<file path="src/rtl/sipt_pkg.sv">
// shared types, constants and helpers of the sip/puff brake-throttle integrator
`timescale 1ns / 1ps

package sipt_pkg;

  // fixed-point format of percent values
  localparam int FRAC_BITS = 8;

  // field widths
  localparam int PRESS_W    = 16;
  localparam int DT_W       = 20;
  localparam int CMD_W      = 16;
  localparam int MODE_W     = 2;
  localparam int GAIN_W     = 16;
  localparam int DB_W       = 15;
  localparam int CFG_IDX_W  = 3;
  localparam int CFG_DATA_W = 16;

  // elapsed time clamp, microseconds
  localparam int DTC_W  = 17;
  localparam int DT_MIN = 1000;
  localparam int DT_MAX = 100000;

  // percent limits in Q(FRAC_BITS), and the suck gain floor
  localparam int LIMIT      = 100 << FRAC_BITS;
  localparam int STRONG     = 75 << FRAC_BITS;
  localparam int LIGHT      = 10 << FRAC_BITS;
  localparam int SUCK_FLOOR = 26;

  // integral width, never narrower than the command field
  localparam int INT_BITS = $clog2(LIMIT + 1) + 1;
  localparam int INT_W    = (INT_BITS > CMD_W) ? INT_BITS : CMD_W;
  localparam int CMP_W    = INT_W + 2;

  // rate = gain * pressure + throttle base, signed
  localparam int RATE_W = ((GAIN_W + FRAC_BITS > 32) ? GAIN_W + FRAC_BITS : 32) + 2;
  localparam int MAG_W  = RATE_W - 1;
  localparam int NUM_W  = DTC_W + MAG_W;
  localparam int RND_W  = NUM_W + 1;

  // divide by 256e6 = 2^14 * 15625, rounded half away from zero
  localparam longint DEN_HALF  = 128000000;
  localparam int     DEN_SHIFT = 14;
  localparam longint DEN_ODD   = 15625;

  // quotient only needs to be exact up to twice the limit, larger values saturate
  localparam int XW       = $clog2(2 * LIMIT * DEN_ODD);
  localparam int RECIP_SH = XW + DEN_SHIFT;
  localparam int Q_W      = XW - (DEN_SHIFT - 1);
  localparam logic [XW:0] RECIP =
    (XW + 1)'(((longint'(1) << RECIP_SH) + DEN_ODD - 1) / DEN_ODD);

  // integral plus increment
  localparam int SUM_W = ((INT_W > Q_W + 1) ? INT_W : Q_W + 1) + 1;

  localparam logic signed [SUM_W-1:0] LIM_S   = SUM_W'(LIMIT);
  localparam logic signed [SUM_W-1:0] LIM_SN  = SUM_W'(-LIMIT);
  localparam logic signed [INT_W-1:0] LIM_I   = INT_W'(LIMIT);
  localparam logic signed [INT_W-1:0] LIM_IN  = INT_W'(-LIMIT);
  localparam logic signed [CMP_W-1:0] STRONG_P = CMP_W'(STRONG);
  localparam logic signed [CMP_W-1:0] STRONG_N = CMP_W'(-STRONG);
  localparam logic signed [CMP_W-1:0] LIGHT_P  = CMP_W'(LIGHT);
  localparam logic signed [CMP_W-1:0] LIGHT_N  = CMP_W'(-LIGHT);

  // drive modes
  localparam logic [MODE_W-1:0] M_NEUTRAL  = 2'd0;
  localparam logic [MODE_W-1:0] M_BRAKE    = 2'd1;
  localparam logic [MODE_W-1:0] M_B2T      = 2'd2;
  localparam logic [MODE_W-1:0] M_THROTTLE = 2'd3;

  // register indexes
  localparam logic [CFG_IDX_W-1:0] REG_BLOW_GAIN   = 3'd0;
  localparam logic [CFG_IDX_W-1:0] REG_SUCK_GAIN   = 3'd1;
  localparam logic [CFG_IDX_W-1:0] REG_DEAD_BAND   = 3'd2;
  localparam logic [CFG_IDX_W-1:0] REG_MIND_GAIN   = 3'd3;
  localparam logic [CFG_IDX_W-1:0] REG_MIND_MODE   = 3'd4;
  localparam logic [CFG_IDX_W-1:0] REG_INTEG_EN    = 3'd5;
  localparam logic [CFG_IDX_W-1:0] REG_THROTTLE_EN = 3'd6;
  localparam logic [CFG_IDX_W-1:0] REG_BRAKE_EN    = 3'd7;

  // register reset values
  localparam logic [GAIN_W-1:0] BLOW_GAIN_RST = 16'd64;
  localparam logic [GAIN_W-1:0] SUCK_GAIN_RST = 16'd256;
  localparam logic [DB_W-1:0]   DEAD_BAND_RST = 15'd2560;

  typedef struct packed {
    logic [GAIN_W-1:0] blow_gain;
    logic [GAIN_W-1:0] suck_gain;
    logic [DB_W-1:0]   dead_band;
    logic [GAIN_W-1:0] mind_throttle_gain;
    logic              mind_mode;
    logic              integration_enable;
    logic              throttle_enable;
    logic              brake_enable;
  } cfg_t;

  typedef struct packed {
    logic load;
    logic rate;
    logic prod;
    logic rnd;
    logic div;
    logic commit;
  } dp_cmd_t;

  typedef struct packed {
    logic out_free;
  } dp_sts_t;

  // clamp a sum to +-100 percent
  function automatic logic signed [INT_W-1:0] sat_sum(input logic signed [SUM_W-1:0] v);
    logic signed [INT_W-1:0] r;
    if (v > LIM_S) begin
      r = LIM_I;
    end else if (v < LIM_SN) begin
      r = LIM_IN;
    end else begin
      r = v[INT_W-1:0];
    end
    return r;
  endfunction

endpackage

</file>
<file path="src/rtl/sipt_in_if.sv">
// sample channel: valid/ready with pressure, elapsed time and throttle-on
`timescale 1ns / 1ps

interface sipt_in_if;
  logic                                 valid;
  logic                                 ready;
  logic signed [sipt_pkg::PRESS_W-1:0]  pressure;
  logic        [sipt_pkg::DT_W-1:0]     elapsed_us;
  logic                                 throttle_on;

  modport source (output valid, pressure, elapsed_us, throttle_on, input ready);
  modport sink   (input valid, pressure, elapsed_us, throttle_on, output ready);
endinterface

</file>
<file path="src/rtl/sipt_out_if.sv">
// result channel: valid/ready with command and mode
`timescale 1ns / 1ps

interface sipt_out_if;
  logic                                valid;
  logic                                ready;
  logic signed [sipt_pkg::CMD_W-1:0]   command;
  logic        [sipt_pkg::MODE_W-1:0]  mode_now;

  modport source (output valid, command, mode_now, input ready);
  modport sink   (input valid, command, mode_now, output ready);
endinterface

</file>
<file path="src/rtl/sipt_cfg.sv">
// configuration register file with integral clear strobe
`timescale 1ns / 1ps

module sipt_cfg (
  input  logic                             clk,
  input  logic                             rst,
  input  logic                             wr_en,
  input  logic [sipt_pkg::CFG_IDX_W-1:0]   wr_index,
  input  logic [sipt_pkg::CFG_DATA_W-1:0]  wr_data,
  output sipt_pkg::cfg_t                   cfg,
  output logic                             clear
);

  always_ff @(posedge clk) begin
    if (rst) begin
      cfg.blow_gain          <= sipt_pkg::BLOW_GAIN_RST;
      cfg.suck_gain          <= sipt_pkg::SUCK_GAIN_RST;
      cfg.dead_band          <= sipt_pkg::DEAD_BAND_RST;
      cfg.mind_throttle_gain <= '0;
      cfg.mind_mode          <= 1'b0;
      cfg.integration_enable <= 1'b1;
      cfg.throttle_enable    <= 1'b0;
      cfg.brake_enable       <= 1'b0;
    end else if (wr_en) begin
      case (wr_index)
        sipt_pkg::REG_BLOW_GAIN:   cfg.blow_gain          <= wr_data;
        sipt_pkg::REG_SUCK_GAIN:   cfg.suck_gain          <= wr_data;
        sipt_pkg::REG_DEAD_BAND:   cfg.dead_band          <= wr_data[sipt_pkg::DB_W-1:0];
        sipt_pkg::REG_MIND_GAIN:   cfg.mind_throttle_gain <= wr_data;
        sipt_pkg::REG_MIND_MODE:   cfg.mind_mode          <= wr_data[0];
        sipt_pkg::REG_INTEG_EN:    cfg.integration_enable <= wr_data[0];
        sipt_pkg::REG_THROTTLE_EN: cfg.throttle_enable    <= wr_data[0];
        sipt_pkg::REG_BRAKE_EN:    cfg.brake_enable       <= wr_data[0];
        default: ;
      endcase
    end
  end

  // any write to a known register restarts the integral
  assign clear = wr_en &&
                 (wr_index inside {[sipt_pkg::REG_BLOW_GAIN:sipt_pkg::REG_BRAKE_EN]});

endmodule

</file>
<file path="src/rtl/sipt_ctrl.sv">
// sequencer that steps one sample through the datapath
`timescale 1ns / 1ps

module sipt_ctrl (
  input  logic                clk,
  input  logic                rst,
  input  logic                in_valid,
  output logic                in_ready,
  output sipt_pkg::dp_cmd_t   cmd,
  input  sipt_pkg::dp_sts_t   sts
);

  localparam logic [2:0] S_IDLE  = 3'd0;
  localparam logic [2:0] S_RATE  = 3'd1;
  localparam logic [2:0] S_PROD  = 3'd2;
  localparam logic [2:0] S_RND   = 3'd3;
  localparam logic [2:0] S_DIV   = 3'd4;
  localparam logic [2:0] S_UPD   = 3'd5;

  logic [2:0] state;
  logic [2:0] state_next;

  always_comb begin
    state_next = state;
    case (state)
      S_IDLE:  if (in_valid) state_next = S_RATE;
      S_RATE:  state_next = S_PROD;
      S_PROD:  state_next = S_RND;
      S_RND:   state_next = S_DIV;
      S_DIV:   state_next = S_UPD;
      S_UPD:   if (sts.out_free) state_next = S_IDLE;
      default: state_next = S_IDLE;
    endcase
  end

  always_ff @(posedge clk) begin
    if (rst) begin
      state <= S_IDLE;
    end else begin
      state <= state_next;
    end
  end

  assign in_ready   = (state == S_IDLE);
  assign cmd.load   = (state == S_IDLE) && in_valid;
  assign cmd.rate   = (state == S_RATE);
  assign cmd.prod   = (state == S_PROD);
  assign cmd.rnd    = (state == S_RND);
  assign cmd.div    = (state == S_DIV);
  assign cmd.commit = (state == S_UPD) && sts.out_free;

  a_cmd_exclusive: assert property (@(posedge clk) disable iff (rst)
    $onehot0(cmd))
    else $error("datapath commands overlap");

  a_step_order: assert property (@(posedge clk) disable iff (rst)
    cmd.load |=> cmd.rate ##1 cmd.prod ##1 cmd.rnd ##1 cmd.div)
    else $error("datapath steps out of order");

endmodule

</file>
<file path="src/rtl/sipt_dp.sv">
// datapath: rate multiply, time product, rounding, reciprocal divide, mode update
`timescale 1ns / 1ps

module sipt_dp (
  input  logic                                 clk,
  input  logic                                 rst,
  input  sipt_pkg::cfg_t                       cfg,
  input  logic                                 clear,
  input  sipt_pkg::dp_cmd_t                    cmd,
  output sipt_pkg::dp_sts_t                    sts,
  input  logic signed [sipt_pkg::PRESS_W-1:0]  pressure,
  input  logic        [sipt_pkg::DT_W-1:0]     elapsed_us,
  input  logic                                 throttle_on,
  input  logic                                 out_ready,
  output logic                                 out_valid,
  output logic signed [sipt_pkg::CMD_W-1:0]    command,
  output logic        [sipt_pkg::MODE_W-1:0]   mode_now
);

  localparam int PW = sipt_pkg::PRESS_W;
  localparam int CW = sipt_pkg::CMP_W;
  localparam int RW = sipt_pkg::RATE_W;
  localparam int SW = sipt_pkg::SUM_W;
  localparam int IW = sipt_pkg::INT_W;
  localparam int XW = sipt_pkg::XW;
  localparam int GW = sipt_pkg::GAIN_W;

  // sample and pipeline registers
  logic signed [PW-1:0]                p_r;
  logic [sipt_pkg::DTC_W-1:0]          dt_r;
  logic                                ton_r;
  logic [RW-1:0]                       rate_r;
  logic                                neg_r;
  logic [sipt_pkg::NUM_W-1:0]          num_r;
  logic [XW-1:0]                       x_r;
  logic                                ovf_r;
  logic [sipt_pkg::Q_W-1:0]            q_r;

  // block state
  logic signed [IW-1:0]                integral;
  logic [sipt_pkg::MODE_W-1:0]         mode;

  // input clamp
  logic [sipt_pkg::DTC_W-1:0] dt_clamp;
  always_comb begin
    if (elapsed_us < sipt_pkg::DT_W'(sipt_pkg::DT_MIN)) begin
      dt_clamp = sipt_pkg::DTC_W'(sipt_pkg::DT_MIN);
    end else if (elapsed_us > sipt_pkg::DT_W'(sipt_pkg::DT_MAX)) begin
      dt_clamp = sipt_pkg::DTC_W'(sipt_pkg::DT_MAX);
    end else begin
      dt_clamp = elapsed_us[sipt_pkg::DTC_W-1:0];
    end
  end

  // sample comparisons
  logic signed [CW-1:0] p_w;
  logic signed [CW-1:0] ap_w;
  logic signed [CW-1:0] db_w;
  logic p_pos, p_neg, p_gt_db, p_lt_ndb, active;

  assign p_w      = $signed({{(CW-PW){p_r[PW-1]}}, p_r});
  assign ap_w     = p_r[PW-1] ? -p_w : p_w;
  assign db_w     = $signed({{(CW-sipt_pkg::DB_W){1'b0}}, cfg.dead_band});
  assign p_pos    = p_w > 0;
  assign p_neg    = p_r[PW-1];
  assign p_gt_db  = p_w > db_w;
  assign p_lt_ndb = p_w < -db_w;
  assign active   = (ap_w > db_w) || (cfg.mind_mode && ton_r);

  // rate selection
  logic [GW-1:0] sg_floor;
  logic [GW-1:0] gain_sel;
  logic          use_base;

  assign sg_floor = (cfg.suck_gain < GW'(sipt_pkg::SUCK_FLOOR)) ?
                    GW'(sipt_pkg::SUCK_FLOOR) : cfg.suck_gain;

  always_comb begin
    gain_sel = '0;
    use_base = 1'b0;
    if (!cfg.mind_mode) begin
      case (mode)
        sipt_pkg::M_BRAKE:    gain_sel = cfg.suck_gain;
        sipt_pkg::M_THROTTLE: gain_sel = cfg.blow_gain;
        default: ;
      endcase
    end else begin
      case (mode)
        sipt_pkg::M_BRAKE: begin
          if (!p_neg && ton_r) begin
            gain_sel = cfg.blow_gain;
            use_base = 1'b1;
          end else begin
            gain_sel = sg_floor;
          end
        end
        sipt_pkg::M_THROTTLE: begin
          if (p_lt_ndb) begin
            gain_sel = sg_floor;
          end else if (ton_r) begin
            use_base = 1'b1;
            if (p_gt_db) gain_sel = cfg.blow_gain;
          end
        end
        default: ;
      endcase
    end
  end

  logic signed [GW+PW:0] gp;
  logic [RW-1:0]         base_w;
  logic [RW-1:0]         rate_next;

  assign gp        = $signed({1'b0, gain_sel}) * p_r;
  assign base_w    = {{(RW-GW-sipt_pkg::FRAC_BITS){1'b0}}, cfg.mind_throttle_gain,
                      {sipt_pkg::FRAC_BITS{1'b0}}};
  assign rate_next = {{(RW-GW-PW-1){gp[GW+PW]}}, gp} + (use_base ? base_w : '0);

  // magnitude times elapsed time
  logic [RW-1:0]                 rate_neg;
  logic [sipt_pkg::MAG_W-1:0]    mag;
  logic [sipt_pkg::NUM_W-1:0]    num_next;

  assign rate_neg = -rate_r;
  assign mag      = rate_r[RW-1] ? rate_neg[sipt_pkg::MAG_W-1:0] : rate_r[sipt_pkg::MAG_W-1:0];
  assign num_next = {{sipt_pkg::MAG_W{1'b0}}, dt_r} * {{sipt_pkg::DTC_W{1'b0}}, mag};

  // add half the divisor, drop the power-of-two part
  logic [sipt_pkg::RND_W-1:0] rnd;
  assign rnd = {1'b0, num_r} + sipt_pkg::RND_W'(sipt_pkg::DEN_HALF);

  // reciprocal multiply for the odd part of the divisor
  logic [2*XW:0] qprod;
  assign qprod = {{(XW+1){1'b0}}, x_r} * {{XW{1'b0}}, sipt_pkg::RECIP};

  // update
  logic signed [SW-1:0] qe, incr, iv_e, iv_b, iv_t, sum_b, sum_t, p_sum;
  logic signed [IW-1:0] int_nx;
  logic [sipt_pkg::MODE_W-1:0] mode_nx;
  logic disabled;

  assign qe       = $signed({{(SW-sipt_pkg::Q_W){1'b0}}, q_r});
  assign incr     = neg_r ? -qe : qe;
  assign iv_e     = $signed({{(SW-IW){integral[IW-1]}}, integral});
  assign iv_b     = (iv_e > 0) ? '0 : iv_e;
  assign iv_t     = (iv_e < 0) ? '0 : iv_e;
  assign sum_b    = iv_b + incr;
  assign sum_t    = iv_t + incr;
  assign p_sum    = $signed({{(SW-PW){p_r[PW-1]}}, p_r});
  assign disabled = !cfg.integration_enable || !(cfg.throttle_enable || cfg.brake_enable);

  always_comb begin
    int_nx  = integral;
    mode_nx = mode;
    if (disabled) begin
      int_nx  = '0;
      mode_nx = sipt_pkg::M_NEUTRAL;
    end else if (active) begin
      case (mode)
        sipt_pkg::M_NEUTRAL: begin
          int_nx = '0;
          if (cfg.mind_mode ? ton_r : (p_pos && cfg.throttle_enable)) begin
            mode_nx = sipt_pkg::M_THROTTLE;
          end else if (p_neg && cfg.brake_enable) begin
            mode_nx = sipt_pkg::M_BRAKE;
          end
        end
        sipt_pkg::M_BRAKE: begin
          if (!cfg.brake_enable) begin
            mode_nx = sipt_pkg::M_B2T;
          end else if (p_w > sipt_pkg::STRONG_P) begin
            int_nx = '0;
            if (cfg.throttle_enable || cfg.mind_mode) mode_nx = sipt_pkg::M_B2T;
          end else if (cfg.mind_mode || (cfg.suck_gain != '0)) begin
            if (sum_b >= 0) begin
              int_nx = '0;
              if (cfg.throttle_enable) mode_nx = sipt_pkg::M_B2T;
            end else begin
              int_nx = sipt_pkg::sat_sum(sum_b);
            end
          end else if (p_neg) begin
            // zero gain: command follows the sip
            int_nx = sipt_pkg::sat_sum(p_sum);
          end else if ((p_w > sipt_pkg::LIGHT_P) && cfg.throttle_enable) begin
            int_nx  = '0;
            mode_nx = sipt_pkg::M_B2T;
          end else begin
            int_nx = '0;
          end
        end
        sipt_pkg::M_B2T: begin
          int_nx = '0;
          if (cfg.throttle_enable) begin
            if (p_w < sipt_pkg::STRONG_N) begin
              mode_nx = sipt_pkg::M_BRAKE;
            end else if (p_w < sipt_pkg::STRONG_P) begin
              mode_nx = sipt_pkg::M_THROTTLE;
            end
          end else begin
            mode_nx = cfg.brake_enable ? sipt_pkg::M_BRAKE : sipt_pkg::M_NEUTRAL;
          end
        end
        default: begin
          if (!cfg.throttle_enable) begin
            mode_nx = sipt_pkg::M_NEUTRAL;
          end else if (p_w < sipt_pkg::STRONG_N) begin
            int_nx = '0;
            if (cfg.brake_enable) mode_nx = sipt_pkg::M_BRAKE;
          end else if (cfg.mind_mode || (cfg.blow_gain != '0)) begin
            if (sum_t < 0) begin
              int_nx = '0;
              if (cfg.brake_enable) mode_nx = sipt_pkg::M_NEUTRAL;
            end else begin
              int_nx = sipt_pkg::sat_sum(sum_t);
            end
          end else if (p_pos) begin
            // zero gain: command follows the puff
            int_nx = sipt_pkg::sat_sum(p_sum);
          end else if (p_w < sipt_pkg::LIGHT_N) begin
            int_nx = '0;
            if (cfg.brake_enable) mode_nx = sipt_pkg::M_NEUTRAL;
          end
        end
      endcase
    end
  end

  // payload registers
  always_ff @(posedge clk) begin
    if (cmd.load) begin
      p_r   <= pressure;
      dt_r  <= dt_clamp;
      ton_r <= throttle_on;
    end
    if (cmd.rate) begin
      rate_r <= rate_next;
    end
    if (cmd.prod) begin
      num_r <= num_next;
      neg_r <= rate_r[RW-1];
    end
    if (cmd.rnd) begin
      x_r   <= rnd[sipt_pkg::DEN_SHIFT+XW-1:sipt_pkg::DEN_SHIFT];
      ovf_r <= |rnd[sipt_pkg::RND_W-1:sipt_pkg::DEN_SHIFT+XW];
    end
    if (cmd.div) begin
      q_r <= ovf_r ? '1 : qprod[2*XW:sipt_pkg::RECIP_SH];
    end
    if (cmd.commit) begin
      command  <= int_nx[sipt_pkg::CMD_W-1:0];
      mode_now <= mode_nx;
    end
  end

  // state and output valid
  always_ff @(posedge clk) begin
    if (rst) begin
      integral  <= '0;
      mode      <= sipt_pkg::M_NEUTRAL;
      out_valid <= 1'b0;
    end else begin
      if (clear) begin
        integral <= '0;
      end else if (cmd.commit) begin
        integral <= int_nx;
      end
      if (cmd.commit) begin
        mode      <= mode_nx;
        out_valid <= 1'b1;
      end else if (out_ready) begin
        out_valid <= 1'b0;
      end
    end
  end

  assign sts.out_free = !out_valid || out_ready;

  a_integral_range: assert property (@(posedge clk) disable iff (rst)
    (integral <= sipt_pkg::LIM_I) && (integral >= sipt_pkg::LIM_IN))
    else $error("integral beyond limit");

  a_clear_zero: assert property (@(posedge clk) disable iff (rst)
    clear |=> (integral == '0))
    else $error("register write did not clear integral");

  a_disabled_neutral: assert property (@(posedge clk) disable iff (rst)
    (cmd.commit && disabled && !clear) |=>
      (mode == sipt_pkg::M_NEUTRAL) && (integral == '0) && (mode_now == mode))
    else $error("disabled block not neutral");

endmodule

</file>
<file path="src/rtl/sip_puff_brake_throttle_integrator_top.sv">
// top level of the sip/puff brake-throttle integrator
`timescale 1ns / 1ps

// Sip/puff brake-throttle integrator. Each sample transfer carries a signed
// pressure in percent Q8 (sip negative, puff positive), the microseconds since
// the previous sample and a throttle-on request; each sample produces exactly
// one result transfer with the saturated brake/throttle command and the
// current mode (neutral, brake, brake-to-throttle, throttle). One sample is
// worked at a time and goes from the sample transfer to the result register
// through the gain-times-pressure multiply, the time product, the
// rounding add, the reciprocal multiply that divides by 256e6, and the mode
// update, each a registered step of the sequencer. The next sample is taken
// in the cycle after the update while the result side keeps up; a held
// result stalls the update step only, not the previous result. Registers are
// to be written through the plain write port only while the block is idle;
// the block itself does not enforce this. Every write clears the integral.
module sip_puff_brake_throttle_integrator_top (
  input  logic                             clk,
  input  logic                             rst,
  sipt_in_if.sink                          sample,
  sipt_out_if.source                       result,
  input  logic                             wr_en,
  input  logic [sipt_pkg::CFG_IDX_W-1:0]   wr_index,
  input  logic [sipt_pkg::CFG_DATA_W-1:0]  wr_data
);

  sipt_pkg::cfg_t     cfg;
  sipt_pkg::dp_cmd_t  cmd;
  sipt_pkg::dp_sts_t  sts;
  logic               clear;

  // register file
  sipt_cfg u_cfg (
    .clk      (clk),
    .rst      (rst),
    .wr_en    (wr_en),
    .wr_index (wr_index),
    .wr_data  (wr_data),
    .cfg      (cfg),
    .clear    (clear)
  );

  // step sequencer, owns the sample-side ready
  sipt_ctrl u_ctrl (
    .clk      (clk),
    .rst      (rst),
    .in_valid (sample.valid),
    .in_ready (sample.ready),
    .cmd      (cmd),
    .sts      (sts)
  );

  // arithmetic, mode state and the result register
  sipt_dp u_dp (
    .clk         (clk),
    .rst         (rst),
    .cfg         (cfg),
    .clear       (clear),
    .cmd         (cmd),
    .sts         (sts),
    .pressure    (sample.pressure),
    .elapsed_us  (sample.elapsed_us),
    .throttle_on (sample.throttle_on),
    .out_ready   (result.ready),
    .out_valid   (result.valid),
    .command     (result.command),
    .mode_now    (result.mode_now)
  );

endmodule
</file>
<file path="src/flat_wrapper.sv">
// flat-port wrapper written by rule: the top's interface ports become plain ports
module sip_puff_brake_throttle_integrator_top_flat 
  (clk, rst, wr_en, wr_index, wr_data, sample_valid, sample_pressure, sample_elapsed_us, sample_throttle_on, sample_ready, result_valid, result_command, result_mode_now, result_ready);
  sipt_in_if sample_i ();
  sipt_out_if result_i ();
  input  logic clk;
  input  logic rst;
  input  logic wr_en;
  input  logic [sipt_pkg::CFG_IDX_W-1:0] wr_index;
  input  logic [sipt_pkg::CFG_DATA_W-1:0] wr_data;
  input wire logic [$bits(sample_i.valid)-1:0] sample_valid;
  input wire logic [$bits(sample_i.pressure)-1:0] sample_pressure;
  input wire logic [$bits(sample_i.elapsed_us)-1:0] sample_elapsed_us;
  input wire logic [$bits(sample_i.throttle_on)-1:0] sample_throttle_on;
  output wire logic [$bits(sample_i.ready)-1:0] sample_ready;
  output wire logic [$bits(result_i.valid)-1:0] result_valid;
  output wire logic [$bits(result_i.command)-1:0] result_command;
  output wire logic [$bits(result_i.mode_now)-1:0] result_mode_now;
  input wire logic [$bits(result_i.ready)-1:0] result_ready;
  assign sample_i.valid = sample_valid;
  assign sample_i.pressure = sample_pressure;
  assign sample_i.elapsed_us = sample_elapsed_us;
  assign sample_i.throttle_on = sample_throttle_on;
  assign sample_ready = sample_i.ready;
  assign result_valid = result_i.valid;
  assign result_command = result_i.command;
  assign result_mode_now = result_i.mode_now;
  assign result_i.ready = result_ready;
  sip_puff_brake_throttle_integrator_top u_core (.clk(clk), .rst(rst), .sample(sample_i), .result(result_i), .wr_en(wr_en), .wr_index(wr_index), .wr_data(wr_data));
endmodule
</file>
<file path="config.mk">
export PLATFORM = sky130hd
export DESIGN_NAME = sip_puff_brake_throttle_integrator_top_flat
export DESIGN_NICKNAME = d
export VERILOG_FILES = /design/src/rtl/sipt_pkg.sv /design/src/rtl/sipt_in_if.sv /design/src/rtl/sipt_out_if.sv /design/src/rtl/sipt_cfg.sv /design/src/rtl/sipt_ctrl.sv /design/src/rtl/sipt_dp.sv /design/src/rtl/sip_puff_brake_throttle_integrator_top.sv /design/src/flat_wrapper.sv
export SDC_FILE = /design/constraint.sdc
export NUM_CORES = 2
export LEC_CHECK = 0
export ABC_CLOCK_PERIOD_IN_PS = 13450
export CAP_MARGIN = 40
export CORE_UTILIZATION = 59
export CTS_BUF_LIST = sky130_fd_sc_hd__clkbuf_4 sky130_fd_sc_hd__clkbuf_8
export DETAILED_ROUTE_END_ITERATION = 6
export DONT_BUFFER_PORTS = 1
export MAX_ROUTING_LAYER = met4
export PLACE_DENSITY = 0.73
export SLEW_MARGIN = 20
export SYNTH_ARGS = -nofsm -noshare
export SYNTH_HDL_FRONTEND = slang
export SYNTH_SLANG_ARGS = --single-unit
</file>
<file path="constraint.sdc">
create_clock -name clk -period 13.45 [get_ports clk]
set_clock_uncertainty 0.1 [all_clocks]
set_input_delay 1.345 -clock clk [delete_from_list [all_inputs] [get_ports clk]]
set_output_delay 1.345 -clock clk [all_outputs]
set_load 0.01 [all_outputs]
</file>
==> PnR_summary.wiki <==
{| class="wikitable"
! Metric !! Value
|-
| Maximum net fanout on the critical path || 16
|-
| Vias in the first global route || about 45,000
|-
| Total vias in the final route || around 42,000
|-
| Number of buffers added by the clock tree synthesis step || between 40 and 50
|-
| Number of cells after detailed placement || 7,206
|-
| Status || finished, final reports clean
|-
| Via density || a little under 6
|-
| Reg2Reg Depth || 38
|-
| Endpoint of the worst-slack reg-to-reg timing path || u_core.u_dp.rate_r[32]
|-
| Mean routed wirelength per cell || a little over 20 um
|-
| Post-CTS Hold Buffers || 0
|-
| Ports placed on the boundary || 81
|-
| Buffer count from post-CTS setup fixing || 0
|-
| # clock sinks || 261
|-
| Cell variety after synth || 80
|-
| Placement Rows || roughly 110
|-
| CTS tree || yes
|-
| Flop and latch count out of synthesis || between 200 and 300
|-
| Number of antenna violations at the first check in global routing || 6
|-
| Clock input transition at the sequential cells of the worst setup and hold paths || approximately 0.06 ns
|-
| Minimum clock period after layout || 11.08 ns
|-
| Highest Clock Rate || 90.25 MHz
|-
| Post-Syn Nets || just under 8,000
|-
| Met2 wire length || between 70,000 and 80,000 um
|-
| Headroom to the max-slew limit || between 30% and 40%
|-
| Min-Delay Path Class || reg2reg
|-
| Remaining global-route overflow || 0
|-
| Launch point of the worst reg-to-reg path || u_core.u_cfg.cfg[22]
|-
| Pin count of the biggest net entering global routing || 76
|-
| Final core utilization || between 60% and 70%
|-
| Most repeated library cell on the critical path || sky130_fd_sc_hd__fa_1
|-
| Worst endpoint required time || around 14 ns
|-
| Net count reported at finish || 7,706
|-
| CTS max path bufs || 3
|-
| Global-route wire length before repair || around 240,000 um
|-
| Number of instances resized during post-cts repair || 0
|-
| Clock root buffer || sky130_fd_sc_hd__clkbuf_8
|-
| Number of max-slew violations in the final report || 0
|-
| Hold Crit Start || u_core.u_cfg.cfg[6]
|-
| Setup crit end kind || flop
|-
| Core region area || between 90,000 and 100,000 sq um
|-
| Setup slack after placement || ~2.5 ns
|-
| Post-synthesis cell type with the largest combined area || sky130_fd_sc_hd__fa_1
|-
| Syn_area_per_cell || between 9 and 10 sq um
|-
| Max-capacitance violation count || 0
|-
| Initial core utilization || about three fifths
|-
| Fraction of synthesis flops using an asynchronous set or reset pin || 0%
|-
| Die area || about 95,000 sq um
|-
| Mapped Cells || just over 6,000
|-
| Met1 routed wirelength after detailed routing || about 59,000 um
|-
| Violation count after the first detailed-route iteration || between 2,000 and 3,000
|-
| Detailed placer's ending HPWL || about 120,000 um
|-
| Number of antenna-violating nets in the routed design || 0
|-
| Die width || just over 300 um
|-
| Arrival time at the worst endpoint || roughly 11 ns
|-
| Commonest cells after routing, fill and taps aside || sky130_fd_sc_hd__inv_1 (1,248), sky130_fd_sc_hd__fa_1 (985), sky130_fd_sc_hd__nand2_1 (824)
|-
| Slowest cell delay on critical path || 0.63 ns
|-
| Category of the critical setup timing path || reg2reg
|-
| Synth Flop Type || sky130_fd_sc_hd__edfxtp_1
|-
| CTS H-tree depth || 2
|-
| Met3 Routed Length || 10,620 um
|-
| Clock latency of the later-clocked register in the worst-skew pair || approximately 0.66 ns
|-
| Count of unresolved DRC violations after routing || 0
|-
| Actual slew at the worst max-slew pin || between 0.9 and 1 ns
|-
| Critical Path Slowest Stage Cell || sky130_fd_sc_hd__a221o_1
|-
| Area contributors post-synth || sky130_fd_sc_hd__fa_1 (36%), sky130_fd_sc_hd__ha_1 (15%), sky130_fd_sc_hd__edfxtp_1 (9.3%)
|-
| Final sum of negative setup slack || 0 ns
|-
| Final hold viol count || 0
|-
| Instance count along the most critical hold path || 2
|-
| First-pass iteration count of the detailed router || 6
|-
| Startpoint class of the critical path || flop
|-
| Share of the synthesized area in the top cell type || between 30% and 40%
|-
| RSZ-0062 raised after global routing || no
|-
| Floorplan die height || slightly above 300 um
|-
| Setup-violating endpoint count in the final report || 0
|-
| Final weighted congestion in routability-driven placement || around 0.98
|-
| Final worst path period share || 82.38%
|-
| Number of synthesized flops with an enable pin || 172
|-
| Final routed wirelength across all metal layers || around 150,000 um
|-
| Worst reg-to-reg setup slack || 2.37 ns
|-
| Endpoint of the worst hold-timing path || u_core.u_cfg.cfg[6]
|-
| Count of placed standard cells in the final layout, fillers left out || 7,297
|-
| Final worst slack || about 2.4 ns
|-
| Proportion of layout cells with a drive suffix above 1 || around 3.9%
|-
| Syn. warnings || 0
|-
| Seq/Total Area, Yosys || 12.54%
|-
| Area grow syn2layout || 4.687%
|-
| All-layer global routing usage || between 30% and 40%
|-
| Quantity of I/O buffers inserted on ports || 0
|-
| Mapped Area || approximately 55,000 sq um
|-
| Leading cell type in the layout, fill and taps excluded || sky130_fd_sc_hd__inv_1
|-
| Highest metal layer with signal wires || met4
|}
[how the worst max path moves through the flow]
stage | from | endpoint | slack [ns] | cells past startpoint
floorplan | u_core.u_cfg.cfg[23] | u_core.u_dp.rate_r[32] | 3.72 | 40
global placement | u_core.u_cfg.cfg[22] | u_core.u_dp.rate_r[32] | 2.48 | 39
detailed placement | u_core.u_cfg.cfg[22] | u_core.u_dp.rate_r[32] | 2.48 | 38
CTS | u_core.u_cfg.cfg[22] | u_core.u_dp.rate_r[32] | 2.45 | 38
global route | u_core.u_cfg.cfg[23] | u_core.u_dp.rate_r[32] | 1.61 | 38
finish | u_core.u_cfg.cfg[22] | u_core.u_dp.rate_r[32] | 2.37 | 38
[metrics by stage]
step           hold slack, ns  instance area, sq um
5_1_grt                0.3627                 57990
2_1_floorplan          0.3317                 55390
3_3_place_gp           0.3334                 56880
6_report               0.3540                 57990
4_1_cts                0.3480                 57950
3_5_place_dp           0.3400                 57030
[logic make-up after synthesis]
family / Yosys count / synth area share (%)
fa+ha+maj: 1642 / 50.44
mux: 15 / 0.2914
xor+xnor: 198 / 3.131
simple gates: 1713 / 14.77
flops: 261 / 12.54
compound gates: 768 / 8.921
buf+inv: 1461 / 9.901
[critical path: cells and delay by family (launching register included)]
| family | cells | cell delay (ns) |
|---|---|---|
| adder cells (fa/ha/maj) | 8 | 3.65 |
| buffers and inverters | 5 | 0.38 |
| AND/OR/NAND/NOR | 12 | 2.82 |
| flip-flops | 1 | 0.34 |
| XOR/XNOR | 1 | 0.10 |
| AO/OA/AOI/OAI | 12 | 3.45 |
[cell type report]
class                           count  area (sq um)
Clock inverter                     19         152.6
Fill cell                        7877         35200
Tap cell                         1254          1569
Multi-Input combinational cell   4336         42990
Clock buffer                       61         770.7
Inverter                         1248          4684
Sequential cell                   261          6947
Timing Repair Buffer              111         857.1
Antenna cell                        7         17.52
[registers in the layout, indices dropped and copies added (netlist names), 3 cells and up]
| name | count |
|---|---|
| u_core.u_dp.x_r | 30 |
| u_core.u_dp.num_r | 37 |
| u_core.u_dp.q_r | 17 |
| u_core.u_dp.p_r | 16 |
| u_core.u_dp.dt_r | 17 |
| u_core.u_dp.command | 16 |
| u_core.u_ctrl.state | 3 |
| u_core.u_cfg.cfg | 67 |
| u_core.u_dp.integral | 16 |
| u_core.u_dp.rate_r | 34 |
[layer usage]
layer | track usage [%] | vias to the layer above
li1 | - | 19070
met1 | 41.92 | 21200
met2 | 54.42 | 1686
met3 | 4.611 | 375
met4 | 11.58 | 0
met5 | - | -
[Yosys cell counts (46+ instances only)]
master                     number
sky130_fd_sc_hd__xnor2_1      152
sky130_fd_sc_hd__nor2b_1       53
sky130_fd_sc_hd__dfxtp_1       89
sky130_fd_sc_hd__a21oi_1      243
sky130_fd_sc_hd__and2_1       322
sky130_fd_sc_hd__xor2_1        46
sky130_fd_sc_hd__nand3_1       69
sky130_fd_sc_hd__nand2_1      824
sky130_fd_sc_hd__nor2_1       163
sky130_fd_sc_hd__clkbuf_1     210
sky130_fd_sc_hd__nand2b_1      50
sky130_fd_sc_hd__nor3_1        62
sky130_fd_sc_hd__o21ai_0      148
sky130_fd_sc_hd__ha_1         657
sky130_fd_sc_hd__edfxtp_1     172
sky130_fd_sc_hd__fa_1         985
sky130_fd_sc_hd__a21o_1        76
sky130_fd_sc_hd__inv_1       1248
Power is not shown: default switching activity piles up to over one toggle a cycle in this logic, so the estimate is an artifact.
